`config.mk`:
```
export PLATFORM = sky130hd
export DESIGN_NAME = wmft_queue
export DESIGN_NICKNAME = d
export VERILOG_FILES = /design/src/design/wmft_pkg.sv /design/src/design/wmft_queue.sv
export SDC_FILE = /design/constraint.sdc
export NUM_CORES = 1
export LEC_CHECK = 0
export ABC_AREA = 1
export BUFFER_PORTS_ARGS = -buffer_cell sky130_fd_sc_hd__buf_2
export CAP_MARGIN = 20
export CORE_ASPECT_RATIO = 0.75
export CORE_MARGIN = 1
export CORE_UTILIZATION = 33
export CTS_CLUSTER_SIZE = 28
export DETAILED_ROUTE_END_ITERATION = 7
export SYNTH_ARGS = -nofsm -noshare
export SYNTH_HDL_FRONTEND = slang
export SYNTH_SLANG_ARGS = --single-unit
```
`constraint.sdc`:
```
create_clock -name clock -period 6.1 [get_ports clock]
set_input_delay 0.305 -clock clock [delete_from_list [all_inputs] [get_ports clock]]
set_output_delay 0.305 -clock clock [all_outputs]
set_load 0.02 [all_outputs]
```
`src/design/wmft_pkg.sv`:
```
// wmft_pkg: shared constants, codes and types of the window mode frequency tracker
// no dependencies; every other file of the block imports it
`timescale 1ns / 1ps

package wmft_pkg;

   // storage geometry
   localparam int DEPTH  = 1024;                // element positions
   localparam int VALUES = 1024;                // distinct element values
   localparam int POS_W  = $clog2(DEPTH);       // position / count-table index
   localparam int VAL_W  = $clog2(VALUES);      // element value
   localparam int CNT_W  = $clog2(DEPTH + 1);   // occurrence count, 0..DEPTH

   // request queue between front and back
   localparam int QUEUE_DEPTH = 2;
   localparam int QPTR_W      = $clog2(QUEUE_DEPTH);

   // request command code
   localparam logic CMD_LOAD = 1'b0;

   // classified request kinds
   typedef enum logic [1:0] {
      OP_LOAD,
      OP_QUERY,
      OP_BAD
   } op_type;

   // one classified request as it travels from front to back
   typedef struct packed {
      op_type             kind;
      logic [POS_W-1:0]   position;
      logic [VAL_W-1:0]   value;
      logic [POS_W-1:0]   first;    // first position of the range
      logic [CNT_W-1:0]   stop;     // last position plus one
      logic [CNT_W-1:0]   length;   // stop - first
   } entry_type;

   // back-end sequencer states
   typedef enum logic [3:0] {
      ST_CLEAR,
      ST_IDLE,
      ST_PICK,
      ST_VALUE,
      ST_COUNT,
      ST_OLD,
      ST_NEW,
      ST_STORE,
      ST_RESULT
   } back_state_type;

endpackage

```
`src/design/wmft_queue.sv`:
```
// wmft_queue: short request queue between the front and the back end
// depends on wmft_pkg
`timescale 1ns / 1ps

module wmft_queue import wmft_pkg::*; (
   input  logic        clock,
   input  logic        reset,
   input  logic        push_valid,
   output logic        push_ready,
   input  entry_type   push_data,
   output logic        pop_valid,
   input  logic        pop_ready,
   output entry_type   pop_data
);

   entry_type         slot_ff [QUEUE_DEPTH];
   logic [QPTR_W-1:0] rd_ptr_ff, rd_ptr_in;
   logic [QPTR_W-1:0] wr_ptr_ff, wr_ptr_in;
   logic [QPTR_W:0]   fill_ff, fill_in;
   logic              do_push, do_pop;

   assign push_ready = (fill_ff != (QPTR_W + 1)'(QUEUE_DEPTH));
   assign pop_valid  = (fill_ff != '0);
   assign pop_data   = slot_ff[rd_ptr_ff];
   assign do_push    = push_valid && push_ready;
   assign do_pop     = pop_valid && pop_ready;

   // pointer and fill bookkeeping
   always_comb begin
      rd_ptr_in = do_pop  ? rd_ptr_ff + QPTR_W'(1) : rd_ptr_ff;
      wr_ptr_in = do_push ? wr_ptr_ff + QPTR_W'(1) : wr_ptr_ff;
      fill_in   = fill_ff;
      if (do_push && !do_pop) begin
         fill_in = fill_ff + (QPTR_W + 1)'(1);
      end else if (do_pop && !do_push) begin
         fill_in = fill_ff - (QPTR_W + 1)'(1);
      end
   end

   always_ff @(posedge clock) begin
      if (reset) begin
         rd_ptr_ff <= '0;
         wr_ptr_ff <= '0;
         fill_ff   <= '0;
      end else begin
         rd_ptr_ff <= rd_ptr_in;
         wr_ptr_ff <= wr_ptr_in;
         fill_ff   <= fill_in;
      end
   end

   // queue storage
   always_ff @(posedge clock) begin
      if (do_push) begin
         slot_ff[wr_ptr_ff] <= push_data;
      end
   end

endmodule

```
=== After elaboration in Yosys (flattened, before gate mapping) ===
Memories as Yosys holds them, arrays and structs flattened. A register that Yosys moved wholly into a read port is not among the register bits.
Index checks and enable logic that the tools add are counted.

* Bits in writable memories: 108
* Memories: 1
* Word-level logic and storage cells: 23
* Output and inout bits: 56
* Register bits after elaboration: 4
* Input port bits: 58

{| class="wikitable"
|+ Memory list
! memory !! depth !! width !! rd ports !! clocked after Yosys merged registers in !! wr ports !! RTL line !! source
|-
| slot_ff || 2 || 54 || 1 || 1 || 1 || wmft_queue.sv:16 || <nowiki>entry_type slot_ff [QUEUE_DEPTH];</nowiki>
|}

* Muxes and demuxes: 6
* Equality and inequality tests: 1
* Reductions and logical operators: 8
* $add $sub $neg: 4

{| class="wikitable"
|+ Operator list
! kind !! number
|-
| logical AND 1 bit || 4
|-
| two-way mux 1 bit || 4
|-
| two-way mux 2 bit || 2
|-
| nonzero test 2 bit || 2
|-
| adder 1 bit, second input constant || 2
|-
| adder 2 x 1 -> 2 bit, second input constant || 1
|-
| zero test 1 bit || 2
|-
| != test 2 bit, second input constant || 1
|-
| subtractor 2 x 1 -> 2 bit, second input constant || 1
|}

=== Depth between registers and ports, before layout ===
* Depth after elaboration: 6
* Mapped depth: 11
* Gate-level depth less buffers: 11

=== Worst setup path after synthesis ===
OpenSTA, ideal clock, no wires.

* Kind: register -> register
* Start point: register fill_ff[0]
* End point: memory slot_ff[0][0] in the netlist's numbering (enable)
* Buffers on the path: 0
* Slack: 2.671 ns
* Required time: 5.634 ns
* Cell stages (with the launch flop): 5
* Data arrival time: 2.963 ns
* Cell sequence: dfxtp_1 > inv_1 > nand2_1 > nand2_1 > nor2_1

* Word-level cells in the longest chain between the ends: 4

{| class="wikitable"
|+ RTL lines
! element !! RTL line !! source
|-
| from (decl) || wmft_queue.sv:19 || <nowiki>logic [QPTR_W:0] fill_ff, fill_in;</nowiki>
|-
| from (signal assigned) || wmft_queue.sv:48 || <nowiki>fill_ff <= fill_in;</nowiki>
|-
| != test 2 bit || wmft_queue.sv:22 || <nowiki>assign push_ready = (fill_ff != (QPTR_W + 1)'(QUEUE_DEPTH));</nowiki>
|-
| named net push_ready || wmft_queue.sv:9 || <nowiki>output logic push_ready,</nowiki>
|-
| logical AND 1 bit || wmft_queue.sv:25 || <nowiki>assign do_push = push_valid && push_ready;</nowiki>
|-
| two-way mux 1 bit || wmft_queue.sv:54 || <nowiki>if (do_push) begin</nowiki>
|-
| two-way mux 1 bit (implied by the code) || wmft_queue.sv:55 || <nowiki>slot_ff[wr_ptr_ff] <= push_data;</nowiki>
|-
| to (decl) || wmft_queue.sv:16 ||
|}

The timed path passes the listed nets, and every way through them passes these cells.

==> impl_summary.log <==
INFO  metric muxShareOfSynthArea = 0.1813
INFO  metric p_leak = 2.225 nW
INFO  metric ctsResizeCount = 0
INFO  metric critPathCaptureType = output port
INFO  metric gpl.final_weighted_congestion = 0.6922
INFO  metric synth_seq_area_share = 0.7617
INFO  metric reg2reg_slack = approximately 4000 ps
INFO  metric worstSetupEndpoint = pop_data[34]
INFO  metric placement.io_buffers = 113
INFO  metric tritoncts_clock_tree = built
INFO  metric count_of_tritonroute_iterations_in_the_first_routing_pass = 4
INFO  metric fill_cells = roughly 1,200
INFO  metric remaining_drc_errors = 0
INFO  metric ff2ff_path_depth = 5
INFO  metric outcome = finished, final reports clean
INFO  metric min_period = 2329 ps
INFO  metric timing.final.max_slew_violations = 0
INFO  metric antennaDiodeCount = 0
INFO  metric first_global_vias = 2,245
INFO  metric num_io_pins = roughly 110
INFO  metric die_area = 13,770 µm²
INFO  metric initial_core_util = 0.3383
INFO  metric synth-adder-area-share = 0.002851
INFO  metric synth_seq_cells = 113
INFO  metric slew_headroom = 0.3189
INFO  metric clock.fmax = 429.4 MHz
INFO  metric worst_ep_required_time = 5790 ps
INFO  metric setup-violations-final = 0
INFO  metric globalRouteOverflowTotal = 0
INFO  metric finalHoldViolCount = 0
INFO  metric worst_setup_hold_path_clk_slew = about 50 ps
INFO  metric wl_per_cell = 14.70 µm
INFO  metric global_routing_usage_summed_across_all_routing_layers = 0.1143
INFO  metric detail_route.vias_per_cell = 4.308
INFO  metric share_of_final_layout_standard_cells_stronger_than_drive_strength_1 = 0.5751
INFO  metric synthToLayoutAreaGrowth = 28.08%
INFO  metric unrepaired_setup_endpoints_after_global_routing = no
INFO  metric final_net_count = between 300 and 400
INFO  metric cts-root-to-sink-buffers = 2
INFO  metric route.vias.total = 2,227
INFO  metric power.density = between 400 and 500 nW/µm²
INFO  metric synth.yosys.warnings = 0
INFO  metric accumulated_negative_setup_slack = 0 ps
INFO  metric hold_buffer_count_at_cts = 0
INFO  metric worstPathArrival = 2020 ps
INFO  metric regToRegEndpoint = slot_ff[1][15]$_DFFE_PP_
INFO  metric core.rowCount = 36
INFO  metric main_combinational_cell_family_by_area_after_synthesis = multiplexers
INFO  metric average_size_of_a_mapped_cell = between 20 and 25 µm²
INFO  metric critical_path_class = flop to output port
INFO  metric synth_cell_type_count = 14
INFO  metric worstMarginPinSlew = between 1000 and 1500 ps
INFO  metric skew = 7.552 ps
INFO  metric tritoncts.num_buffers = 17
INFO  metric synth_nets = 264
INFO  metric die_height = approximately 100 µm
INFO  metric yosys.area.top_type_share = 0.7389
INFO  metric routed_wl = 7.600 mm
INFO  metric path_type_of_the_worst_min_delay_path = input pin to flop
INFO  metric antenna_found_initial = 0
INFO  metric synth.largest_area_cell = edfxtp_1
INFO  metric synthesized_area_fraction_occupied_by_ao_oa_aoi_and_oai_cells = 0.004561
INFO  metric post-cts-setup-buffer-count = 0
INFO  metric synthesis.instances = 205
INFO  metric worst_setup_path_start_kind = flop
INFO  metric cts-htree-levels = 4
INFO  metric grt_pass1_wl = 11.28 mm
INFO  metric detail-route-antenna-nets = 0
INFO  metric synthXorXnorAreaFrac = 0
INFO  metric detailed_place_hpwl = 4.820 mm
INFO  metric clock_latency = 400 ps
INFO  metric grt_max_degree = 55
INFO  metric synth_simple_gate_area_frac = 0.01739
INFO  metric core = 12,970 µm²
INFO  metric critical_path.reg2reg.startpoint = fill_ff[0]$_SDFFE_PP0P_
INFO  metric max_cap_violations = 0
INFO  metric largest_vdd_supply_drop = 0.2377 mV
INFO  metric fin_crit_sh = 0.3818
INFO  metric synth_area = between 4000 and 5000 µm²
INFO  metric die-width = 135.2 µm
INFO  metric synth.top_cells.by_area = edfxtp_1 (74%), mux2_4 (17%), buf_12 (2.3%)
INFO  metric clock_sink_count = 113
INFO  metric design_power_total = 2.530 mW
INFO  metric clock-root-buffer = clkbuf_16
INFO  metric worst-path-max-fanout = 54
INFO  metric drtIter0Drc = 170
==> metrics by stage <==
step | setup WS (ps) | hold slack, ps | area (µm²) | cells | utilization
floorplan | 2671 | 403.9 | 4389 | 205 | -
global placement | 3935 | 485.3 | 5091 | 485 | 0.3925
CTS | 3707 | 72.33 | 5622 | 517 | 0.4334
detailed placement | 3871 | 494.9 | 5091 | 485 | 0.3925
global route | 3659 | 71.71 | 5622 | 517 | 0.4334
finish | 3771 | 93.06 | 5622 | 517 | 0.4334
==> kinds of logic after synthesis <==
family / after synthesis
DFF: 113
muxes: 54
and+or+nand+nor: 19
buffers and inverters: 14
AOI/OAI and AO/OA: 4
adders and majority gates: 1
==> cell usage after synthesis <==
cell type	instances
a21oi_1	2
nor2_1	7
buf_6	1
nand2_1	9
mux2_2	4
nand3_1	2
nand4_1	1
dfxtp_1	5
o21ai_0	2
buf_12	5
ha_1	1
inv_1	8
mux2_4	50
edfxtp_1	108
==> layer usage <==
metal,routed length (µm),vias up,GRT usage
li1,-,1044,-
met1,3551,1099,0.1404
met2,3497,80,0.1775
met3,518,4,0.05258
met4,33,0,0.04149
met5,0,-,0
==> registers in the layout, indices dropped and copies added (netlist names), named ones only <==
signal,count
fill_ff,2
rd_ptr_ff,1
slot_ff,108
wr_ptr_ff,1
==> placed cells by master, fill, tap and decap left out, types with 3 or more instances in the layout <==
master	n
clkbuf_1	3
mux2_4	50
inv_1	8
buf_2	113
nand2_1	9
clkinv_2	5
dfxtp_1	4
clkinvlp_4	3
mux2_2	4
edfxtp_1	108
nor2_1	5
clkbuf_16	17
==> critical path: stages (launching register included) <==
cell	delay (ps)
dfxtp_4	1000
mux2_2	410
buf_2	160
==> worst min path at each step <==
stage                           start                  endpoint  slack (ps)  cells after the start
3_3_place_gp   rd_ptr_ff$_SDFFE_PP0P_    rd_ptr_ff$_SDFFE_PP0P_         490                      2
4_1_cts                 push_data[48]  slot_ff[1][48]$_DFFE_PP_          70                      1
2_1_floorplan            push_data[0]   slot_ff[0][0]$_DFFE_PP_         400                      0
5_1_grt                 push_data[39]  slot_ff[0][39]$_DFFE_PP_          70                      1
3_5_place_dp   rd_ptr_ff$_SDFFE_PP0P_    rd_ptr_ff$_SDFFE_PP0P_         490                      2
6_report                push_data[48]  slot_ff[1][48]$_DFFE_PP_          90                      1
==> power by group <==
group	switching [mW]	total (mW)	internal, mW
logic	0.316	0.587	0.270
clock network	0.326	0.878	0.552
registers	0.0814	1.07	0.984
total	0.724	2.53	1.81
==> final cells by class <==
cell class,instances,area [µm²],share of cell area
Sequential cell,113,3347,0.5954
Multi-Input combinational cell,78,919.6,0.1636
Tap cell,171,214.0,0.03806
Clock buffer,20,436.7,0.07768
Clock inverter,12,93.84,0.01669
Inverter,8,30.03,0.005342
Timing Repair Buffer,115,580.6,0.1033
Power figures use the tool's default switching activity.
