==> src/design/wmft_pkg.sv <==
// wmft_pkg: shared constants, codes and types of the window mode frequency tracker
// no dependencies; every other file of the block imports it
`timescale 1ns / 1ps

package wmft_pkg;

   // storage geometry
   localparam int DEPTH  = 1024;                // element positions
   localparam int VALUES = 1024;                // distinct element values
   localparam int POS_W  = $clog2(DEPTH);       // position / count-table index
   localparam int VAL_W  = $clog2(VALUES);      // element value
   localparam int CNT_W  = $clog2(DEPTH + 1);   // occurrence count, 0..DEPTH

   // request queue between front and back
   localparam int QUEUE_DEPTH = 2;
   localparam int QPTR_W      = $clog2(QUEUE_DEPTH);

   // request command code
   localparam logic CMD_LOAD = 1'b0;

   // classified request kinds
   typedef enum logic [1:0] {
      OP_LOAD,
      OP_QUERY,
      OP_BAD
   } op_type;

   // one classified request as it travels from front to back
   typedef struct packed {
      op_type             kind;
      logic [POS_W-1:0]   position;
      logic [VAL_W-1:0]   value;
      logic [POS_W-1:0]   first;    // first position of the range
      logic [CNT_W-1:0]   stop;     // last position plus one
      logic [CNT_W-1:0]   length;   // stop - first
   } entry_type;

   // back-end sequencer states
   typedef enum logic [3:0] {
      ST_CLEAR,
      ST_IDLE,
      ST_PICK,
      ST_VALUE,
      ST_COUNT,
      ST_OLD,
      ST_NEW,
      ST_STORE,
      ST_RESULT
   } back_state_type;

endpackage

==> src/design/wmft_if.sv <==
// wmft_if: valid/ready channel interfaces for requests and responses
// depends on wmft_pkg for field widths
`timescale 1ns / 1ps

interface wmft_req_if import wmft_pkg::*; ();
   logic             valid;
   logic             ready;
   logic             cmd;
   logic [POS_W-1:0] position;
   logic [VAL_W-1:0] value;
   logic [POS_W-1:0] range_first;
   logic [POS_W-1:0] range_last;

   modport source (output valid, cmd, position, value, range_first, range_last,
                   input ready);
   modport sink   (input valid, cmd, position, value, range_first, range_last,
                   output ready);
endinterface


==> src/design/wmft_front.sv <==
// wmft_front: accepts requests, classifies them and hands them to the queue
// depends on wmft_pkg and wmft_req_if
`timescale 1ns / 1ps

module wmft_front import wmft_pkg::*; (
   input  logic        clock,
   input  logic        reset,
   wmft_req_if.sink    req_chan,
   input  logic        clearing,
   output logic        push_valid,
   input  logic        push_ready,
   output entry_type   push_data
);

   logic      hold_valid_ff, hold_valid_in;
   entry_type hold_ff, hold_in;
   logic      take;

   // no request is taken while the count tables are being cleared
   assign req_chan.ready = !clearing && (!hold_valid_ff || push_ready);
   assign take           = req_chan.valid && req_chan.ready;

   // classify the request and precompute the range bounds
   always_comb begin
      hold_in          = hold_ff;
      hold_valid_in    = hold_valid_ff && !push_ready;
      if (take) begin
         hold_valid_in     = 1'b1;
         hold_in.position  = req_chan.position;
         hold_in.value     = req_chan.value;
         hold_in.first     = req_chan.range_first;
         hold_in.stop      = {1'b0, req_chan.range_last} + CNT_W'(1);
         hold_in.length    = hold_in.stop - {1'b0, req_chan.range_first};
         if (req_chan.cmd == CMD_LOAD) begin
            hold_in.kind = OP_LOAD;
         end else if (req_chan.range_first > req_chan.range_last) begin
            hold_in.kind = OP_BAD;
         end else begin
            hold_in.kind = OP_QUERY;
         end
      end
   end

   always_ff @(posedge clock) begin
      if (reset) begin
         hold_valid_ff <= 1'b0;
      end else begin
         hold_valid_ff <= hold_valid_in;
      end
   end

   always_ff @(posedge clock) begin
      hold_ff <= hold_in;
   end

   assign push_valid = hold_valid_ff;
   assign push_data  = hold_ff;

endmodule

==> src/flat_wrapper.sv <==
// flat-port wrapper written by rule: the top's interface ports become plain ports
module wmft_front_flat import wmft_pkg::*;
  (clock, reset, clearing, push_valid, push_ready, push_data, req_chan_valid, req_chan_cmd, req_chan_position, req_chan_value, req_chan_range_first, req_chan_range_last, req_chan_ready);
  wmft_req_if req_chan_i ();
  input  logic clock;
  input  logic reset;
  input  logic clearing;
  output logic push_valid;
  input  logic push_ready;
  output entry_type push_data;
  input wire logic [$bits(req_chan_i.valid)-1:0] req_chan_valid;
  input wire logic [$bits(req_chan_i.cmd)-1:0] req_chan_cmd;
  input wire logic [$bits(req_chan_i.position)-1:0] req_chan_position;
  input wire logic [$bits(req_chan_i.value)-1:0] req_chan_value;
  input wire logic [$bits(req_chan_i.range_first)-1:0] req_chan_range_first;
  input wire logic [$bits(req_chan_i.range_last)-1:0] req_chan_range_last;
  output wire logic [$bits(req_chan_i.ready)-1:0] req_chan_ready;
  assign req_chan_i.valid = req_chan_valid;
  assign req_chan_i.cmd = req_chan_cmd;
  assign req_chan_i.position = req_chan_position;
  assign req_chan_i.value = req_chan_value;
  assign req_chan_i.range_first = req_chan_range_first;
  assign req_chan_i.range_last = req_chan_range_last;
  assign req_chan_ready = req_chan_i.ready;
  wmft_front u_core (.clock(clock), .reset(reset), .req_chan(req_chan_i), .clearing(clearing), .push_valid(push_valid), .push_ready(push_ready), .push_data(push_data));
endmodule
==> config.mk <==
export PLATFORM = sky130hd
export DESIGN_NAME = wmft_front_flat
export DESIGN_NICKNAME = d
export VERILOG_FILES = /design/src/design/wmft_pkg.sv /design/src/design/wmft_if.sv /design/src/design/wmft_front.sv /design/src/flat_wrapper.sv
export SDC_FILE = /design/constraint.sdc
export NUM_CORES = 1
export LEC_CHECK = 0
export BUFFER_PORTS_ARGS = -buffer_cell sky130_fd_sc_hd__buf_2
export CAP_MARGIN = 20
export CELL_PAD_IN_SITES_DETAIL_PLACEMENT = 1
export CELL_PAD_IN_SITES_GLOBAL_PLACEMENT = 1
export CORE_ASPECT_RATIO = 2
export CORE_MARGIN = 2
export CORE_UTILIZATION = 37
export DETAILED_ROUTE_END_ITERATION = 8
export PLACE_DENSITY_LB_ADDON = 0.25
export SLEW_MARGIN = 10
export SYNTH_ARGS = -nofsm -noshare
export SYNTH_HDL_FRONTEND = slang
export SYNTH_SLANG_ARGS = --single-unit
==> constraint.sdc <==
create_clock -name clock -period 2.38 [get_ports clock]
set_input_delay 0.357 -clock clock [delete_from_list [all_inputs] [get_ports clock]]
set_output_delay 0.357 -clock clock [all_outputs]
set_load 0.005 [all_outputs]
[After elaboration in Yosys (flattened, before gate mapping)]
Cells that the tools add are included.
Cells by class
  mux-type cells: 2
  reductions and logical operators: 7
  $lt $le $gt $ge: 1
  add/subtract/negate cells: 2
Operators with widths (count)
  10-bit by 1-bit adder with 11-bit output, second input constant: 1
  11-bit by 10-bit subtractor with 11-bit output: 1
  10-bit > comparator: 1
  1-bit logical AND: 3
  1-bit zero test: 3
  2-bit two-way mux: 1
  1-bit logical OR: 1
  1-bit two-way mux: 1
Storage, ports and cells
  output and inout bits: 56
  register bits: 55
  logic and storage cells: 19
  input port bits: 46

[Logic depth before layout (Yosys ltp)]
Gate-level depths: netlist of the first run.
  depth in word-level cells: 5
  gate-level depth with buffers: 11

[Least setup slack after synthesis of the first run]
No wires, ideal clock.
  path kind: in2reg
  start point: input port push_ready
  end point: register u_core.hold_ff (netlist bit u_core.push_data[0]), enable pin
  cell stages on the path: 4
  data arrival time: 1788 ps
  slack: 183 ps
  data required time: 1972 ps
  cell sequence: nand2b_1 nor2b_1 nand2_1 inv_1
Between the ends
  longest elaborated chain between the ends: 3
Ends and longest elaborated chain
  start: declaration: RTL line flat_wrapper.sv:9  | input logic push_ready;
  1-bit logical OR: RTL line wmft_front.sv:20  | assign req_chan.ready = !clearing && (!hold_valid_ff || push_ready);
  1-bit logical AND: RTL line wmft_front.sv:20
  net req_chan_ready: RTL line flat_wrapper.sv:17  | output wire logic [$bits(req_chan_i.ready)-1:0] req_chan_ready;
  1-bit logical AND: RTL line wmft_front.sv:21  | assign take = req_chan.valid && req_chan.ready;
  net u_core.take: RTL line wmft_front.sv:17  | logic take;
  end signal: assignment: RTL line wmft_front.sv:53  | hold_ff <= hold_in;
  end: declaration: RTL line wmft_front.sv:16  | entry_type hold_ff, hold_in;
The timed path passes the listed nets, and every way through them passes these cells.
A chain may end at the register's enable or synchronous reset.

[Final worst setup path of the first run]
  start point: input port req_chan_range_last[1]
  end point: register u_core.hold_ff (netlist bit u_core.push_data[10]), data pin
Between the ends
  longest elaborated chain between the ends: 2
Ends and longest elaborated chain
  start: declaration: RTL line flat_wrapper.sv:16  | input wire logic [$bits(req_chan_i.range_last)-1:0] req_chan_range_last;
  10-bit by 1-bit adder with 11-bit output: RTL line wmft_front.sv:32  | hold_in.stop = {1'b0, req_chan.range_last} + CNT_W'(1);
  11-bit by 10-bit subtractor with 11-bit output: RTL line wmft_front.sv:33  | hold_in.length = hold_in.stop - {1'b0, req_chan.range_first};
Every way passes these cells.

==> results of run 1 <==
==> layout make-up <==
| class | instances | area, sq um |
|---|---|---|
| clock buffers | 5 | 125 |
| flip-flops and latches | 55 | 1640 |
| inverters | 23 | 86.3 |
| clock inverters | 3 | 43.8 |
| fillers | 753 | 3170 |
| multi-input cells | 109 | 838 |
| well taps | 88 | 110 |
| repair buffers | 120 | 661 |
==> cell families (layout without fill, tap and decap cells) <==
group | after synthesis | after routing | share of synthesized area
AO/OA/AOI/OAI | 30 | 30 | 0.0709
flip-flops | 55 | 55 | 0.642
buffers and inverters | 23 | 151 | 0.0338
XOR/XNOR | 16 | 16 | 0.0548
adder cells (fa/ha/maj) | 22 | 22 | 0.111
AND/OR/NAND/NOR | 41 | 41 | 0.0881
==> through the flow <==
stage                     instances  power [W]
after CTS                       403    0.00238
after floorplan                 187    0.00136
after global placement          395    0.00154
after detailed placement        395    0.00156
after global routing            403    0.00246
final                           403    0.00235
==> worst register-to-register path: stages, from the launching register on <==
cell	delay (ns)
dfxtp_1	0.31
nand2b_1	0.08
nor2b_1	0.18
nand2_1	0.11
inv_2	0.31
buf_12	0.28
==> cell usage in the layout, fill, tap and decap left out, drive strengths merged, types with 3 or more instances in the layout <==
| cell | Yosys | routed |
|---|---|---|
| a21oi | 13 | 13 |
| and3 | 3 | 3 |
| nor2b | 4 | 4 |
| a31oi | 3 | 3 |
| nor2 | 8 | 8 |
| clkbuf | 0 | 5 |
| inv | 23 | 23 |
| buf | 0 | 120 |
| o21ai | 6 | 6 |
| ha | 21 | 21 |
| nand3 | 10 | 10 |
| nor3 | 4 | 4 |
| xor2 | 6 | 6 |
| nand2 | 7 | 7 |
| xnor2 | 10 | 10 |
| edfxtp | 54 | 54 |
==> state kept, by name (all words and copies together), names as in the netlist <==
signal / flops
u_core.push_data: 54
u_core.push_valid: 1
==> per-layer routing <==
metal / track usage / share of wire / vias to the layer above
li1: - / - / 930
met1: 0.141 / 0.31 / 916
met2: 0.333 / 0.59 / 79
met3: 0.0342 / 0.057 / 16
met4: 0.100 / 0.043 / 0
met5: 0 / 0 / -
==> worst max-delay path by stage <==
stage	startpoint	to	slack, ns
finish	req_chan_range_last[1]	u_core.push_data[10]	0.09
global placement	req_chan_range_last[0]	u_core.push_data[10]	-0.16
CTS	req_chan_range_last[0]	u_core.push_data[10]	0.1
global route	req_chan_range_last[0]	u_core.push_data[10]	-0.003
floorplan	push_ready	u_core.push_data[0]	0.18
detailed placement	req_chan_range_last[0]	u_core.push_data[10]	-0.22
==> synthesized netlist by cell type (3+ instances only) <==
cell type   n  area, sq um
a21oi_1    13         65.1
a31oi_1     3         18.8
edfxtp_1   54         1620
ha_1       21          263
inv_1      23         86.3
nand2_1     7         26.3
nand3_1     9         45.0
nor2_1      7         26.3
nor2b_1     4         25.0
nor3_1      3         15.0
o21ai_0     4         20.0
xnor2_1    10         87.6
xor2_1      6         52.6
==> where the power goes <==
part	switching [W]	leakage (nW)	internal (W)
sequential	0.0000111	0.513	0.00114
combinational	0.000199	0.981	0.000185
clock	0.000323	0.0838	0.000496
total	0.000534	1.58	0.00182
==> timing repair <==
item,CTS,global route
resized for setup,0,2
hold endpoints to repair,0,0
endpoints found under the setup margin,0,2
==> out/metrics.yaml, run 1 <==
wl_um: 5910
r2r_cells: 5
drv_cap: 0
async_flop_share: 0
fmax_mhz: 436
worst-path-stages: 11
start_util: 0.383
ys_ff_latch: 55
design_area_sq_um: 3510
vdd_ir_drop_max_uv: 444
clockBufferDepth: 2
hold-worst-slack_ns: 0.217
cts-buffers-inserted: 5
holdCritStartpoint: "reset"
cpMaxStageDelayCell: "ha_1"
grt_pass1_vias: 2067
cp_num_buf_inv: 2
antenna_found_initial: 0
ys_seq_area_frac: 0.642
skew_ns: 0.00519
grt_pass1_wl_um: 9410
period_needed_ns: 2.29
layout-drive-gt1-share: 0.435
clk_pin_slew_ns: 0.07
end_kind: "flop"
core_sq_um: 6670
min_period_over_period: 0.964
worstPathArrival_ns: 2.33
synth_cell_types: 32
drc: 0
hold_buffers: 0
place_area_sq_um: 3330
num_antenna_cells: 0
powerDensity_nw_per_um2: 670
hold_class: "primary input to flop"
cts.sinks: 55
synth_edf_count: 54
fin_setup_tns_ns: 0
synth-warning-count: 0
relSlewSlack: 0.737
fp.dieH_um: 122
synth_cells: 187
cpPeakStageDelay_ns: 0.38
regToRegStartpoint: "u_core.push_valid"
grtUsageTotal: 0.165
vias: 1941
cp_top_family: "simple AND/OR/NAND/NOR gates"
min_to: "u_core.push_valid"
fin_util: 0.525
pre_cts_slack_ns: -0.218
cts_root_buf: "clkbuf_16"
rows: 42
worst_slew_pin_slew_ns: 0.393
io_buffers: 101
outcome: "complete, no violations"
grt_max_degree: 39
ioPinCount: 102
firstDrtPassIters: 4
setup_slack_ns: 0.0861
critPathKind: "primary input to flop"
gp_congestion: 0.822
vias_per_cell: 4.82
setup_viol: 0
syn_avg_cell_area_sq_um: 13.7
syn-num-nets: 255
r2r_setup_slack_ns: 0.80
postCtsSetupBuffers: 0
postRouteAntennaNets: 0
syn_area_sq_um: 2560
crit_path_cell_trace: "buf_2 > inv_1 > nor3_2 > nand3_1 > xnor2_1 > ha_1 > and3_1 > nor2_1 > a31oi_1 > o31ai_2 > xor2_1"
whs_path_depth: 2
slew_violations: 0
drt_iter0_drc: 33
overflow: 0
die_w_um: 62.8
htree_levels: 2
p_leak_nw: 1.58
wl_per_cell_um: 14.7
nets: 382
r2r-end: "u_core.push_data[40]"
die_area_sq_um: 7630
area_growth_pct: 37.1
critPathRequiredTime_ns: 2.42
detailedPlacementHpwl_um: 4980
crit_fanout: 4
cp-start-kind: "primary input"
insertion_delay_ns: 0.29
cts_tree: "done"
final-hold-violation-count: 0
ys.flop_type: "edfxtp_1"
No activity file was read; power rests on OpenSTA's default activity.
==> run 2: changes to the inputs <==
--- a/config.mk
+++ b/config.mk
@@ -7,11 +7,9 @@
 export LEC_CHECK = 0
 export BUFFER_PORTS_ARGS = -buffer_cell sky130_fd_sc_hd__buf_2
 export CAP_MARGIN = 20
-export CELL_PAD_IN_SITES_DETAIL_PLACEMENT = 1
-export CELL_PAD_IN_SITES_GLOBAL_PLACEMENT = 1
 export CORE_ASPECT_RATIO = 2
 export CORE_MARGIN = 2
-export CORE_UTILIZATION = 37
+export CORE_UTILIZATION = 40
 export DETAILED_ROUTE_END_ITERATION = 8
 export PLACE_DENSITY_LB_ADDON = 0.25
 export SLEW_MARGIN = 10
==> run 2 against run 1 <==
Sequential power about the same. Flip-flop and latch count did not move. Wire length is 7.8% lower. Non-clock buffer count fell by 6. Critical path type unchanged. Largest cell class unchanged.
==> out/metrics.yaml, run 2 (same netlist as run 1, synthesis figures left out) <==
outcome: "complete, no violations"
setup_viol: 0  # unchanged
vias_per_cell: 4.73  # -1.9%
mostFrequentLayoutCells: "buf_2 (101), edfxtp_1 (54), inv_1 (22)"
rsz0062_at_grt: "no"
min_period_over_period: 0.923  # -0.0412
vdd_ir_drop_max_uv: 332  # -25%
worst_slew_pin_slew_ns: 0.322  # -0.0716 ns
antenna_found_initial: 0  # unchanged
cp_num_buf_inv: 2  # unchanged
htree_levels: 2  # unchanged
core_sq_um: 6260  # -6.2%
firstDrtPassIters: 4  # unchanged
hold-worst-slack_ns: 0.214  # -0.00311 ns
insertion_delay_ns: 0.29  # about the same
hold_buffers: 0  # unchanged
worstPathArrival_ns: 2.24  # -0.09 ns
skew_ns: 0.00258  # -0.00261 ns
drc: 0  # unchanged
cp_top_family: "adder cells"
final-hold-violation-count: 0  # unchanged
postRouteAntennaNets: 0  # unchanged
grt_max_degree: 55  # +41%
wl_um: 5450  # -7.8%
ioPinCount: 102  # unchanged
drv_cap: 0  # unchanged
place_area_sq_um: 3280  # -1.4%
final_common_cell: "buf_2"
nets: 376  # -1.6%
fin_util: 0.547  # +0.0219
p_leak_nw: 1.54  # -2.5%
cts-buffers-inserted: 5  # unchanged
relSlewSlack: 0.783  # +0.0459
crit_fanout: 5  # +1
postCtsSetupBuffers: 0  # unchanged
die_area_sq_um: 7090  # -7.1%
cpMaxStageDelayCell: "ha_1"
fp.dieH_um: 117  # -3.7%
cts.sinks: 55  # unchanged
die_w_um: 60.5  # -3.6%
end_kind: "flop"
critPathRequiredTime_ns: 2.42  # about the same
grtUsageTotal: 0.158  # -0.00636
powerDensity_nw_per_um2: 646  # -3.7%
start_util: 0.409  # +0.0254
crit_path_cell_trace: "buf_2 > ha_1 > buf_4 > nand3_1 > xnor2_1 > ha_1 > a21oi_1 > nor2b_1 > nor3_1 > a21oi_1 > xor2_1"
grt_pass1_vias: 1784  # -14%
hold_class: "primary input to flop"
cts_root_buf: "clkbuf_16"
period_needed_ns: 2.20  # -0.0980 ns
design_area_sq_um: 3420  # -2.3%
fmax_mhz: 455  # +4.5%
area_growth_pct: 33.9
overflow: 0  # unchanged
critPathKind: "primary input to flop"
num_antenna_cells: 0  # unchanged
wl_per_cell_um: 13.8  # -5.9%
cp-start-kind: "primary input"
slew_violations: 0  # unchanged
clk_pin_slew_ns: 0.06  # about the same
io_buffers: 101  # unchanged
cts_tree: "done"
drt_iter0_drc: 43  # +30%
layout-drive-gt1-share: 0.421  # -0.0142
cts_resized: 0  # unchanged
largest_reg_flops: 54  # unchanged
gp_congestion: 0.980  # +19%
grt_pass1_wl_um: 8110  # -14%
vias: 1867  # -3.8%
rows: 41  # -2.4%
cpPeakStageDelay_ns: 0.33  # -0.05 ns
clockBufferDepth: 2  # unchanged
detailedPlacementHpwl_um: 4340  # -13%
run 2: cell count changes in the layout (fill, tap and decap cells not counted), sizes merged:
cell | previous run | this run
bufinv | 1 | 0
buf | 120 | 114
clkinv | 2 | 3
run 2: final cells by class:
cell class              count  area (sq um)
clock inverters             3          15.0
well taps                  86           108
flip-flops and latches     55          1640
fillers                   581          2830
clock buffers               5           125
multi-input cells         109           833
inverters                  23          86.3
repair buffers            114           616
run 2: path summary, 6_finish.rpt:
check / start / endpoint / slack (ns) / cells past startpoint
max: req_chan_range_last[0] / u_core.push_data[8] / 0.18 / 11
min: reset / u_core.push_valid / 0.21 / 2
max reg2reg: u_core.push_valid / u_core.push_data[15] / 1.03 / 5
min reg2reg: u_core.push_valid / u_core.push_valid / 0.48 / 2
run 2: power breakdown:
part	internal [W]	switching [W]
combinational	0.000176	0.000191
sequential	0.00114	0.0000111
clock	0.000384	0.000313
total	0.00170	0.000515
run 2: routing by layer:
metal | wire length [um] | global-route usage | vias to the layer above | share of wire
li1 | - | - | 914 | -
met3 | 293 | 0.0286 | 9 | 0.054
met2 | 3210 | 0.308 | 63 | 0.59
met5 | 0 | 0 | - | 0
met1 | 1830 | 0.155 | 881 | 0.34
met4 | 113 | 0.0667 | 0 | 0.021
run 2: through the flow:
step | power, W | setup WS (ns) | cells | TNS, ns
3_5_place_dp | 0.00154 | -0.159 | 387 | -0.469
5_1_grt | 0.00231 | 0.0320 | 395 | 0
3_3_place_gp | 0.00153 | -0.0897 | 387 | -0.145
6_report | 0.00221 | 0.184 | 395 | 0
2_1_floorplan | 0.00136 | 0.183 | 187 | 0
4_1_cts | 0.00224 | 0.148 | 395 | 0
==> run 3: changes to the inputs <==
--- a/config.mk
+++ b/config.mk
@@ -7,7 +7,6 @@
 export LEC_CHECK = 0
 export BUFFER_PORTS_ARGS = -buffer_cell sky130_fd_sc_hd__buf_2
 export CAP_MARGIN = 20
-export CORE_ASPECT_RATIO = 2
 export CORE_MARGIN = 2
 export CORE_UTILIZATION = 40
 export DETAILED_ROUTE_END_ITERATION = 8
==> run 3 against run 2 <==
Die area fell by 0.55%. Register-to-register slack got worse by 0.12 ns. Clock-buffer cell count rose by 1. Power fell by 4.1%.
==> out/metrics.yaml, run 3 (same netlist as run 1, synthesis figures left out) <==
end_kind: "flop"
worst-path-stages: 12  # +1
vias: 1853  # -0.75%
rows: 29  # -29%
nets: 377  # +0.27%
critPathMostFrequentCell: "ha_1"
die_w_um: 84.0  # +39%
critPathKind: "primary input to flop"
insertion_delay_ns: 0.30  # about the same
period_needed_ns: 2.17  # -0.0235 ns
layout-drive-gt1-share: 0.416  # -0.00458
firstDrtPassIters: 6  # +2
nFillCells: 565  # -2.8%
regArea_sq_um: 1640  # unchanged
start_util: 0.407  # -0.00122
min_period_over_period: 0.913  # -0.00986
clk_pin_slew_ns: 0.10  # +0.04 ns
cts-buffers-inserted: 5  # unchanged
grt_pass1_vias: 1824  # +2.2%
pre_cts_slack_ns: -0.101  # +0.0584 ns
setup_slack_ns: 0.208  # +0.0235 ns
relSlewSlack: 0.703  # -0.0803
die_area_sq_um: 7050  # -0.55%
skew_ns: 0.00327  # +0.000692 ns
gp_congestion: 0.835  # -15%
mostFrequentLayoutCells: "buf_2 (101), edfxtp_1 (54), inv_1 (22)"
cp_top_family: "compound AO/OA/AOI/OAI gates"
outcome: "complete, no violations"
r2r_cells: 5  # unchanged
grt_max_degree: 36  # -35%
core_sq_um: 6280  # +0.30%
grt_pass1_wl_um: 8250  # +1.6%
powerDensity_nw_per_um2: 628  # -2.7%
drv_cap: 0  # unchanged
r2r-end: "u_core.push_data[17]"
drt_iter0_drc: 49  # +14%
wl_per_cell_um: 13.8  # -0.27%
clockBufferDepth: 2  # unchanged
num_antenna_cells: 0  # unchanged
cp_num_buf_inv: 1  # -1
vias_per_cell: 4.79  # +1.3%
area_growth_pct: 31.9
p_leak_nw: 1.52  # -1.4%
cts_resized: 0  # unchanged
startpoint: "req_chan_range_last[0]"
worst_slew_pin_slew_ns: 0.446  # +0.124 ns
grtUsageTotal: 0.146  # -0.0119
crit_fanout: 5  # unchanged
worstPathArrival_ns: 2.23  # about the same
design_area_sq_um: 3370  # -1.5%
r2r_setup_slack_ns: 0.91  # -0.12 ns
cts_tree: "done"
hold_buffers: 0  # unchanged
cts_root_buf: "clkbuf_8"
place_area_sq_um: 3260  # -0.50%
fmax_mhz: 460  # +1.1%
setup_viol: 0  # unchanged
vdd_ir_drop_max_uv: 400  # +21%
fp.dieH_um: 84.0  # -28%
largest_reg_flops: 54  # unchanged
overflow: 0  # unchanged
postCtsSetupBuffers: 0  # unchanged
endpoint: "u_core.push_data[9]"
crit_path_cell_trace: "buf_2 > ha_1 > nand2_1 > nor2_4 > nand3_1 > xnor2_1 > ha_1 > a21oi_1 > o21ai_0 > a31oi_1 > o21ai_1 > xor2_1"
rsz0062_at_grt: "no"
ioPinCount: 102  # unchanged
postRouteAntennaNets: 0  # unchanged
final_common_cell: "buf_2"
fin_setup_tns_ns: 0  # unchanged
cpMaxStageDelayCell: "ha_1"
final-hold-violation-count: 0  # unchanged
antenna_found_initial: 0  # unchanged
regToRegStartpoint: "u_core.push_valid"
io_buffers: 101  # unchanged
cpPeakStageDelay_ns: 0.30  # -0.03 ns
slew_violations: 0  # unchanged
wl_um: 5330  # -2.3%
multiInputGateArea_sq_um: 830  # -0.45%
detailedPlacementHpwl_um: 4090  # -5.7%
critPathRequiredTime_ns: 2.44  # +0.02 ns
cp-start-kind: "primary input"
hold_class: "primary input to flop"
cts.sinks: 55  # unchanged
drc: 0  # unchanged
htree_levels: 2  # unchanged
-- run 3: per-stage QoR --
step	power, W	instances	hold slack (ns)	utilization
after CTS	0.00215	387	0.184	0.538
final	0.00212	387	0.191	0.538
after global placement	0.00152	379	0.464	0.520
after floorplan	0.00136	187	0.426	-
after detailed placement	0.00153	379	0.479	0.520
after global routing	0.00222	387	0.179	0.538
-- run 3: layout make-up --
class,instances,area share
inverter,23,0.0256
clock inverter,2,0.0111
tap,77,0.0286
clock buffer,6,0.0215
timing repair buffer,115,0.181
multi-input combinational,109,0.246
sequential,55,0.486
-- run 3: routing by layer --
layer	routed length, um	GRT usage	vias up	part of all wire
li1	-	-	920	-
met1	2350	0.181	850	0.44
met2	2560	0.251	78	0.48
met3	357	0.0386	5	0.067
met4	61	0.0440	0	0.011
met5	0	0	-	0
-- run 3: worst min-delay path by stage --
| stage | from | end | cells past startpoint |
|---|---|---|---|
| after floorplan | reset | u_core.push_valid | 1 |
| after global placement | u_core.push_valid | u_core.push_valid | 2 |
| after detailed placement | u_core.push_valid | u_core.push_valid | 2 |
| after CTS | reset | u_core.push_valid | 2 |
| after global routing | reset | u_core.push_valid | 2 |
| final | reset | u_core.push_valid | 2 |
-- run 3: power by group --
group / internal, W / switching, W / leakage (nW)
logic: 0.000173 / 0.000186 / 0.954
clock network: 0.000314 / 0.000302 / 0.0514
registers: 0.00113 / 0.0000109 / 0.513
total: 0.00162 / 0.000499 / 1.52
-- run 3: worst register-to-register path, cell delays in order (launching register included) --
cell and delay (ns):
dfxtp_1 0.32, nand2b_1 0.08, nor2b_1 0.16, nand2_1 0.10, inv_2 0.06, buf_4 0.38
